[config.mk]
export PLATFORM = sky130hd
export DESIGN_NAME = sha1_message_digest
export DESIGN_NICKNAME = d
export VERILOG_FILES = /design/src/rtl/sha1md_pkg.sv /design/src/rtl/sha1md_ctrl.sv /design/src/rtl/sha1md_datapath.sv /design/src/rtl/sha1_message_digest.sv
export SDC_FILE = /design/constraint.sdc
export NUM_CORES = 2
export LEC_CHECK = 0
export BUFFER_PORTS_ARGS = -buffer_cell sky130_fd_sc_hd__buf_2
export CORE_MARGIN = 5
export CORE_UTILIZATION = 64
export DETAILED_ROUTE_END_ITERATION = 8
export MAX_ROUTING_LAYER = met4
export PLACE_DENSITY_LB_ADDON = 0.25
export SETUP_SLACK_MARGIN = 0.2
export SLEW_MARGIN = 20
export SYNTH_ARGS = -nofsm -noshare
export SYNTH_HDL_FRONTEND = slang
export SYNTH_SLANG_ARGS = --single-unit
[constraint.sdc]
create_clock -name clk -period 20.4 [get_ports clk]
set_clock_uncertainty 0.05 [all_clocks]
set_input_delay 6.12 -clock clk [delete_from_list [all_inputs] [get_ports clk]]
set_output_delay 6.12 -clock clk [all_outputs]
set_load 0.05 [all_outputs]
[src/rtl/sha1md_pkg.sv]
// sha1md_pkg: shared types and constants of the sha-1 digest block
// item structs, datapath command struct, round constants, initial vector
// no dependencies
`timescale 1ns / 1ps
`default_nettype none

package sha1md_pkg;

    // input item: one optional message byte and an end flag
    typedef struct packed {
        logic [7:0] msg_byte;
        logic       byte_present;
        logic       msg_end;
    } msg_item_t;

    // result item: one digest word
    typedef struct packed {
        logic [31:0] digest_word;
        logic [2:0]  word_number;
        logic        last_word;
    } digest_item_t;

    // source of the byte shifted into the block buffer
    typedef enum logic [1:0] {
        SRC_INPUT  = 2'd0,
        SRC_MARKER = 2'd1,
        SRC_ZERO   = 2'd2,
        SRC_LENGTH = 2'd3
    } byte_src_t;

    // round group, selects the boolean function and the additive constant
    typedef enum logic [1:0] {
        PH_CHOOSE   = 2'd0,
        PH_PARITY   = 2'd1,
        PH_MAJORITY = 2'd2,
        PH_PARITY_2 = 2'd3
    } round_phase_t;

    // commands from the controller to the datapath
    typedef struct packed {
        logic         push;
        byte_src_t    src;
        logic         count_byte;
        logic         start;
        logic         round;
        round_phase_t phase;
        logic         update;
        logic         restart;
        logic         out_load;
        logic [2:0]   out_index;
    } dp_cmd_t;

    localparam int unsigned NUM_WORDS = 5;

    localparam logic [31:0] INIT_VECTOR [NUM_WORDS] = '{
        32'h67452301, 32'hEFCDAB89, 32'h98BADCFE, 32'h10325476, 32'hC3D2E1F0
    };

    localparam logic [31:0] K_CHOOSE   = 32'h5A827999;
    localparam logic [31:0] K_PARITY   = 32'h6ED9EBA1;
    localparam logic [31:0] K_MAJORITY = 32'h8F1BBCDC;
    localparam logic [31:0] K_PARITY_2 = 32'hCA62C1D6;

    localparam logic [7:0] PAD_MARKER = 8'h80;

    // block fill and sequencing limits
    localparam logic [5:0] FILL_LAST   = 6'd63;
    localparam logic [5:0] LENGTH_FILL = 6'd56;
    localparam logic [6:0] ROUND_LAST  = 7'd79;
    localparam logic [6:0] ROUND_P1    = 7'd20;
    localparam logic [6:0] ROUND_P2    = 7'd40;
    localparam logic [6:0] ROUND_P3    = 7'd60;
    localparam logic [2:0] LEN_LAST    = 3'd7;
    localparam logic [2:0] WORD_LAST   = 3'd4;

endpackage

`default_nettype wire

[src/rtl/sha1md_ctrl.sv]
// sha1md_ctrl: sequencing state machine of the sha-1 digest block
// drives input stall, output valid and the datapath command struct
// depends on sha1md_pkg
`timescale 1ns / 1ps
`default_nettype none

module sha1md_ctrl (
    input  wire logic                 clk,
    input  wire logic                 rst_n,
    input  wire logic                 msg_valid,
    output logic                      msg_stall,
    input  wire sha1md_pkg::msg_item_t msg,
    output logic                      digest_valid,
    input  wire logic                 digest_stall,
    output sha1md_pkg::dp_cmd_t       cmd
);

    typedef enum logic [6:0] {
        ST_IDLE     = 7'b0000001,
        ST_PAD_ONE  = 7'b0000010,
        ST_PAD_ZERO = 7'b0000100,
        ST_PAD_LEN  = 7'b0001000,
        ST_ROUND    = 7'b0010000,
        ST_UPDATE   = 7'b0100000,
        ST_EMIT     = 7'b1000000
    } state_t;

    state_t     state_reg, state_next;
    state_t     resume_reg, resume_next;
    logic [5:0] fill_reg, fill_next;
    logic [6:0] round_reg, round_next;
    logic [2:0] len_idx_reg, len_idx_next;
    logic [2:0] word_idx_reg, word_idx_next;
    logic       out_valid_reg, out_valid_next;
    logic       fill_full;

    assign fill_full    = (fill_reg == sha1md_pkg::FILL_LAST);
    assign msg_stall    = (state_reg != ST_IDLE);
    assign digest_valid = out_valid_reg;

    // next state and command decode
    always_comb
    begin
        state_next     = state_reg;
        resume_next    = resume_reg;
        fill_next      = fill_reg;
        round_next     = round_reg;
        len_idx_next   = len_idx_reg;
        word_idx_next  = word_idx_reg;
        out_valid_next = out_valid_reg & digest_stall;
        cmd            = '0;
        cmd.src        = sha1md_pkg::SRC_INPUT;
        cmd.phase      = sha1md_pkg::PH_CHOOSE;

        unique case (state_reg)
            ST_IDLE:
            begin
                if (msg_valid)
                begin
                    if (msg.byte_present)
                    begin
                        cmd.push       = 1'b1;
                        cmd.count_byte = 1'b1;
                        if (fill_full)
                        begin
                            cmd.start   = 1'b1;
                            round_next  = '0;
                            state_next  = ST_ROUND;
                            resume_next = msg.msg_end ? ST_PAD_ONE : ST_IDLE;
                        end
                        else if (msg.msg_end)
                        begin
                            state_next = ST_PAD_ONE;
                        end
                    end
                    else if (msg.msg_end)
                    begin
                        state_next = ST_PAD_ONE;
                    end
                end
            end
            ST_PAD_ONE:
            begin
                cmd.push = 1'b1;
                cmd.src  = sha1md_pkg::SRC_MARKER;
                if (fill_full)
                begin
                    cmd.start   = 1'b1;
                    round_next  = '0;
                    state_next  = ST_ROUND;
                    resume_next = ST_PAD_ZERO;
                end
                else
                begin
                    state_next = ST_PAD_ZERO;
                end
            end
            ST_PAD_ZERO:
            begin
                if (fill_reg == sha1md_pkg::LENGTH_FILL)
                begin
                    len_idx_next = '0;
                    state_next   = ST_PAD_LEN;
                end
                else
                begin
                    cmd.push = 1'b1;
                    cmd.src  = sha1md_pkg::SRC_ZERO;
                    if (fill_full)
                    begin
                        cmd.start   = 1'b1;
                        round_next  = '0;
                        state_next  = ST_ROUND;
                        resume_next = ST_PAD_ZERO;
                    end
                end
            end
            ST_PAD_LEN:
            begin
                cmd.push     = 1'b1;
                cmd.src      = sha1md_pkg::SRC_LENGTH;
                len_idx_next = len_idx_reg + 3'd1;
                if (len_idx_reg == sha1md_pkg::LEN_LAST)
                begin
                    cmd.start   = 1'b1;
                    round_next  = '0;
                    state_next  = ST_ROUND;
                    resume_next = ST_EMIT;
                end
            end
            ST_ROUND:
            begin
                cmd.round = 1'b1;
                if (round_reg < sha1md_pkg::ROUND_P1)
                begin
                    cmd.phase = sha1md_pkg::PH_CHOOSE;
                end
                else if (round_reg < sha1md_pkg::ROUND_P2)
                begin
                    cmd.phase = sha1md_pkg::PH_PARITY;
                end
                else if (round_reg < sha1md_pkg::ROUND_P3)
                begin
                    cmd.phase = sha1md_pkg::PH_MAJORITY;
                end
                else
                begin
                    cmd.phase = sha1md_pkg::PH_PARITY_2;
                end
                round_next = round_reg + 7'd1;
                if (round_reg == sha1md_pkg::ROUND_LAST)
                begin
                    state_next = ST_UPDATE;
                end
            end
            ST_UPDATE:
            begin
                cmd.update    = 1'b1;
                word_idx_next = '0;
                state_next    = resume_reg;
            end
            ST_EMIT:
            begin
                // load the next word once the output register is free
                if (!out_valid_reg || !digest_stall)
                begin
                    cmd.out_load   = 1'b1;
                    cmd.out_index  = word_idx_reg;
                    out_valid_next = 1'b1;
                    word_idx_next  = word_idx_reg + 3'd1;
                    if (word_idx_reg == sha1md_pkg::WORD_LAST)
                    begin
                        cmd.restart = 1'b1;
                        state_next  = ST_IDLE;
                    end
                end
            end
            default:
            begin
                state_next = ST_IDLE;
            end
        endcase

        // block fill count wraps at 64 bytes
        if (cmd.push)
        begin
            fill_next = fill_reg + 6'd1;
        end
    end

    // control registers
    always_ff @(posedge clk or negedge rst_n)
    begin
        if (!rst_n)
        begin
            state_reg     <= ST_IDLE;
            resume_reg    <= ST_IDLE;
            fill_reg      <= '0;
            round_reg     <= '0;
            len_idx_reg   <= '0;
            word_idx_reg  <= '0;
            out_valid_reg <= 1'b0;
        end
        else
        begin
            state_reg     <= state_next;
            resume_reg    <= resume_next;
            fill_reg      <= fill_next;
            round_reg     <= round_next;
            len_idx_reg   <= len_idx_next;
            word_idx_reg  <= word_idx_next;
            out_valid_reg <= out_valid_next;
        end
    end

endmodule

`default_nettype wire

[src/rtl/sha1md_datapath.sv]
// sha1md_datapath: block buffer, message schedule, round logic and chaining words
// executes the command struct from sha1md_ctrl one step per cycle
// depends on sha1md_pkg
`timescale 1ns / 1ps
`default_nettype none

module sha1md_datapath (
    input  wire logic                   clk,
    input  wire logic                   rst_n,
    input  wire sha1md_pkg::dp_cmd_t    cmd,
    input  wire logic [7:0]             in_byte,
    output sha1md_pkg::digest_item_t    digest
);

    // block buffer doubles as the 16-word schedule window, word 0 at the top
    logic [511:0] block_reg, block_next;
    logic [60:0]  byte_cnt_reg;
    logic [31:0]  chain_reg [sha1md_pkg::NUM_WORDS];
    logic [31:0]  a_reg, b_reg, c_reg, d_reg, e_reg;
    sha1md_pkg::digest_item_t out_reg;

    logic [7:0]  push_byte;
    logic [31:0] w0, w2, w8, w13, w_mix, w_new;
    logic [31:0] f_val, k_val, t_val;
    logic [31:0] out_word;

    // byte entering the buffer
    always_comb
    begin
        case (cmd.src)
            sha1md_pkg::SRC_INPUT:  push_byte = in_byte;
            sha1md_pkg::SRC_MARKER: push_byte = sha1md_pkg::PAD_MARKER;
            sha1md_pkg::SRC_ZERO:   push_byte = 8'h00;
            sha1md_pkg::SRC_LENGTH: push_byte = byte_cnt_reg[60:53];
            default:                push_byte = 8'h00;
        endcase
    end

    // schedule taps and next schedule word
    assign w0    = block_reg[511:480];
    assign w2    = block_reg[447:416];
    assign w8    = block_reg[255:224];
    assign w13   = block_reg[95:64];
    assign w_mix = w13 ^ w8 ^ w2 ^ w0;
    assign w_new = {w_mix[30:0], w_mix[31]};

    // round function and constant
    always_comb
    begin
        case (cmd.phase)
            sha1md_pkg::PH_CHOOSE:
            begin
                f_val = (b_reg & c_reg) | (~b_reg & d_reg);
                k_val = sha1md_pkg::K_CHOOSE;
            end
            sha1md_pkg::PH_PARITY:
            begin
                f_val = b_reg ^ c_reg ^ d_reg;
                k_val = sha1md_pkg::K_PARITY;
            end
            sha1md_pkg::PH_MAJORITY:
            begin
                f_val = (b_reg & c_reg) | (b_reg & d_reg) | (c_reg & d_reg);
                k_val = sha1md_pkg::K_MAJORITY;
            end
            default:
            begin
                f_val = b_reg ^ c_reg ^ d_reg;
                k_val = sha1md_pkg::K_PARITY_2;
            end
        endcase
    end

    assign t_val = {a_reg[26:0], a_reg[31:27]} + f_val + e_reg + k_val + w0;

    // buffer shifts in a byte or rotates in a schedule word
    always_comb
    begin
        block_next = block_reg;
        if (cmd.push)
        begin
            block_next = {block_reg[503:0], push_byte};
        end
        else if (cmd.round)
        begin
            block_next = {block_reg[479:0], w_new};
        end
    end

    always_ff @(posedge clk)
    begin
        block_reg <= block_next;
    end

    // working variables
    always_ff @(posedge clk)
    begin
        if (cmd.start)
        begin
            a_reg <= chain_reg[0];
            b_reg <= chain_reg[1];
            c_reg <= chain_reg[2];
            d_reg <= chain_reg[3];
            e_reg <= chain_reg[4];
        end
        else if (cmd.round)
        begin
            a_reg <= t_val;
            b_reg <= a_reg;
            c_reg <= {b_reg[1:0], b_reg[31:2]};
            d_reg <= c_reg;
            e_reg <= d_reg;
        end
    end

    // chaining words and message length
    always_ff @(posedge clk or negedge rst_n)
    begin
        if (!rst_n)
        begin
            for (int i = 0; i < sha1md_pkg::NUM_WORDS; i++)
            begin
                chain_reg[i] <= sha1md_pkg::INIT_VECTOR[i];
            end
            byte_cnt_reg <= '0;
        end
        else
        begin
            if (cmd.restart)
            begin
                for (int i = 0; i < sha1md_pkg::NUM_WORDS; i++)
                begin
                    chain_reg[i] <= sha1md_pkg::INIT_VECTOR[i];
                end
            end
            else if (cmd.update)
            begin
                chain_reg[0] <= chain_reg[0] + a_reg;
                chain_reg[1] <= chain_reg[1] + b_reg;
                chain_reg[2] <= chain_reg[2] + c_reg;
                chain_reg[3] <= chain_reg[3] + d_reg;
                chain_reg[4] <= chain_reg[4] + e_reg;
            end

            if (cmd.restart)
            begin
                byte_cnt_reg <= '0;
            end
            else if (cmd.count_byte)
            begin
                byte_cnt_reg <= byte_cnt_reg + 61'd1;
            end
            else if (cmd.push && (cmd.src == sha1md_pkg::SRC_LENGTH))
            begin
                byte_cnt_reg <= byte_cnt_reg << 8;
            end
        end
    end

    // digest word select
    always_comb
    begin
        case (cmd.out_index)
            3'd0:    out_word = chain_reg[0];
            3'd1:    out_word = chain_reg[1];
            3'd2:    out_word = chain_reg[2];
            3'd3:    out_word = chain_reg[3];
            3'd4:    out_word = chain_reg[4];
            default: out_word = chain_reg[0];
        endcase
    end

    // output item register
    always_ff @(posedge clk)
    begin
        if (cmd.out_load)
        begin
            out_reg.digest_word <= out_word;
            out_reg.word_number <= cmd.out_index;
            out_reg.last_word   <= (cmd.out_index == sha1md_pkg::WORD_LAST);
        end
    end

    assign digest = out_reg;

endmodule

`default_nettype wire

[src/rtl/sha1_message_digest.sv]
// sha1_message_digest: sha-1 over a byte stream, digest out as five 32-bit words
// top level joining sha1md_ctrl and sha1md_datapath
// depends on sha1md_pkg, sha1md_ctrl, sha1md_datapath
//
// usage: the msg channel takes one item per accepted cycle, carrying an optional
// byte (byte_present) and an end flag (msg_end). an item with neither is taken
// and ignored. the digest channel returns five items per message, word 0 first,
// last_word set on word 4.
// throughput: a byte is taken every cycle while the 64-byte block fills; the
// byte that completes a block holds msg_stall high through the 80 rounds (one
// per cycle on the single round unit) and the chaining add, so no new byte is
// taken until that compression is done.
// after the end item the padding bytes are pushed, the fill's arrival at the
// length field takes a step of its own, and each full block is compressed (one
// or two final compressions, the second after another 64 padding bytes); then
// one word per cycle goes into the output register, held while it is stalled.
// reset loads the initial vector, clears the length and the fill count, and
// drops digest_valid. a stalled digest item holds; the next message's bytes are
// still taken while the last word waits, and its digest waits for the register.
`timescale 1ns / 1ps
`default_nettype none

module sha1_message_digest (
    input  wire logic                     clk,
    input  wire logic                     rst_n,
    input  wire logic                     msg_valid,
    output logic                          msg_stall,
    input  wire sha1md_pkg::msg_item_t    msg,
    output logic                          digest_valid,
    input  wire logic                     digest_stall,
    output sha1md_pkg::digest_item_t      digest
);

    sha1md_pkg::dp_cmd_t cmd;

    // sequencing
    sha1md_ctrl u_ctrl (
        .clk          (clk),
        .rst_n        (rst_n),
        .msg_valid    (msg_valid),
        .msg_stall    (msg_stall),
        .msg          (msg),
        .digest_valid (digest_valid),
        .digest_stall (digest_stall),
        .cmd          (cmd)
    );

    // buffer, rounds and chaining state
    sha1md_datapath u_datapath (
        .clk     (clk),
        .rst_n   (rst_n),
        .cmd     (cmd),
        .in_byte (msg.msg_byte),
        .digest  (digest)
    );

endmodule

`default_nettype wire

==> impl_results.md <==
- Run status: complete, no violations
- Post-Route WL: 143,000 µm
- Cts hold-fix bufs: 0
- Crit. Startpoint: msg_valid
- First-pass GRT wire length: 225,000 µm
- Clock root cell: clkbuf_16
- Rows: 107
- Worst Path Arrival: 10.21 ns
- Final hold violations: 0
- Via count: 42,700
- Core area: 85,000 µm²
- Number of enable flip-flop cells after synthesis: 708
- Ys async rst share: 0.263
- Chip width: 302 µm
- Minimum clock period: 9.85 ns
- H-tree Lvls: 3
- Setup TNS: 0 ns
- Final cell count without fillers: 7,009
- Dpl cells: 6,814
- Max Slew Vio Count: 0
- Top post-synthesis cells by area: edfxtp_1 39%, nand2_1 14%, dfrtp_1 7.8%
- Cell Area, Synth: 54,700 µm²
- Final worst slack: 10.55 ns
- Worst slew pin tran: 1.22 ns
- Fmax: slightly above 100 MHz
- Postcts setup bufs: 0
- Initial core utilization: 0.644
- Yosys warns: 0
- Post-CTS resize count: 0
- Post-synthesis cell count: just under 6,000
- Worst ir drop on vdd: 0.142 mV
- Place WS: 9.86 ns
- Worst Hold Class: reg2reg
- TritonCTS Sinks: 960
- Static Leak: approximately 0.025 µW
- GRT overflow: 0
- DR pass1 iterations: 6
- Register bit total from synthesis: 960
- Routed len/inst: a little over 20 µm
- Number of port buffers: 51
- Syn Nets: 6,177
- Largest register FFs: 512
- R2R Path Start: u_ctrl.state_reg[6]$_DFFE_PN0P_
- PwrDens: 126 nW/µm²
- Global Route Usage Sum: 0.319
- Die H: 302 µm
- Crit path required time: 20.75 ns
- HPWL Detailed: between 90,000 and 100,000 µm
- Final GP Congestion: 0.990
- Vias in the first global route: ~42,000
- TritonCTS clock tree: built
- RSZ-0062 raised after global routing: no
- Post-synth cell types: 79
- Clk Latency, worst-skew pair: 0.72 ns
- CP Max Fanout: about 220
- Main flop type after synthesis: edfxtp_1
- Yosys top cell by area: edfxtp_1
- Final core occ: 0.697
- Initial antenna violation count: 2
- Sequential area share after synthesis: 0.506
- Area share of the largest cell type after synthesis: 0.388
- Worst Setup Path Type: in2reg
- Clock Path Buffers: 3
- Full die area: roughly 91,000 µm²
- Largest net degree at the start of global routing: 260
- Top Ports: between 50 and 60
- DRC violations left: 0
- R2r setup slk: 12.20 ns
- CP Capture Type: register
- Remaining antenna violation count after routing: 0
- Total CTS buffers: ~100
- Final count of negative-setup-slack endpoints: 0
- Nets: 6,119
- Slew HR: 0.165
- Vias per Instance: between 6 and 7
- Max-cap violations: 0
- Clock Pin Slew Worst Setup and Hold Paths: roughly 0.060 ns
- CP Launch Type: primary input
- Drt first-iter violations: 4,423
- Syn Area/Cell: between 9 and 10 µm²
- Area Overhead vs Synth: 8.32%
- Tcrit/Tclk final: 0.483
- HP Start: u_ctrl.resume_reg[0]$_DFFE_PN1P_
- Share of post-route cells with drive strength above 1: 0.0694
cell usage in the layout (no fill, tap or decap), types with 16 or more instances in the layout:
master        n
a211oi_1     19
a21o_1       79
a21oi_1     293
a221o_1      26
a22oi_1      97
a31oi_1      24
and3_1       32
buf_2        50
buf_4        40
clkbuf_1     22
clkbuf_16   103
clkinv_2     26
dfrtp_1     170
dfstp_2      82
edfxtp_1    708
fa_1        125
ha_1        205
inv_1       250
mux2_2       31
nand2_1    2085
nand2b_1     34
nand3_1      89
nand4_1      25
nor2_1      276
nor3_1       49
o211a_1      16
o211ai_1     24
o21a_1       19
o21ai_0     305
o21bai_1     22
o31ai_1      17
xnor2_1     184
xor2_1       85
through the flow:
stage | hold slack (ns) | area [µm²] | power, µW
after global placement | 0.394 | 55900 | 5540
after CTS | 0.418 | 59200 | 7510
final | 0.429 | 59300 | 7490
after detailed placement | 0.410 | 55900 | 5630
after floorplan | 0.384 | 54700 | 5270
after global routing | 0.441 | 59300 | 7960
cells by family (layout without fill, tap and decap cells):
group | count (synthesis) | in the layout | share of synthesized area
flops | 960 | 960 | 0.506
fa+ha+maj | 331 | 331 | 0.0928
compound gates | 1028 | 1028 | 0.117
mux | 36 | 36 | 0.00729
xor+xnor | 269 | 269 | 0.0431
simple gates | 2701 | 2701 | 0.199
buf+inv | 508 | 539 | 0.0354
other cells | 0 | 1 | 0
layer usage:
layer  vias to the layer above  GRT usage  share of wire
met5                         -          -              0
met1                     20600      0.423           0.40
met2                      1906      0.494           0.46
met3                       415     0.0530          0.086
li1                      19800          -              -
met4                         0      0.139          0.049
layout make-up:
class / count / area (µm²)
Fill cell: 6401 / 25700
Timing Repair Buffer: 95 / 644
Tap cell: 1144 / 1430
Clock inverter: 56 / 544
Multi-Input combinational cell: 4365 / 25200
Inverter: 251 / 942
Sequential cell: 960 / 27700
Clock buffer: 137 / 2830
Antenna cell: 1 / 2.50
cell usage after synthesis, types with 10 or more instances:
| cell | n |
|---|---|
| nor2b_1 | 12 |
| edfxtp_1 | 708 |
| o31ai_1 | 17 |
| ha_1 | 205 |
| o21a_1 | 19 |
| dfstp_2 | 82 |
| nand3_1 | 90 |
| o21bai_1 | 22 |
| nand2b_1 | 35 |
| fa_1 | 125 |
| nor4_1 | 12 |
| inv_1 | 251 |
| and2_1 | 10 |
| buf_2 | 19 |
| o211ai_1 | 24 |
| dfrtp_1 | 170 |
| o21ai_0 | 305 |
| clkbuf_1 | 219 |
| a211oi_1 | 19 |
| mux2_2 | 31 |
| nand4_1 | 25 |
| a21o_1 | 79 |
| a22oi_1 | 97 |
| nor3_1 | 52 |
| buf_1 | 18 |
| and3_1 | 33 |
| nor2_1 | 278 |
| o211a_1 | 16 |
| a21oi_1 | 294 |
| nand2_1 | 2090 |
| a221o_1 | 26 |
| nand3b_1 | 10 |
| a31oi_1 | 24 |
| xor2_1 | 85 |
| or3_1 | 14 |
| xnor2_1 | 184 |
critical path: stages:
cell and delay [ns]:
buf_2 0.13, nand3_2 0.06, buf_4 0.60, and3_4 0.73, buf_12 0.63, buf_4 0.79
buf_4 0.78, a21oi_1 0.17
path summary, 6_finish.rpt:
kind | depth (start not counted) | to
worst min-delay path | 2 | u_ctrl.resume_reg[0]$_DFFE_PN1P_
max in group asynchronous | 3 | u_datapath.chain_reg[86]$_DFFE_PN0P_
worst min register to register | 2 | u_ctrl.resume_reg[0]$_DFFE_PN1P_
worst max register to register | 23 | u_datapath.a_reg[31]$_DFFE_PP_
min in group asynchronous | 1 | u_datapath.byte_cnt_reg[30]$_DFFE_PN0P_
worst max-delay path | 8 | u_datapath.block_reg[13]$_DFFE_PP_
report_power, final:
group | switching, µW | internal [µW]
sequential | 384 | 3060
combinational | 1470 | 712
clock | 816 | 1060
total | 2670 | 4830
Power figures use the tool's default switching activity.
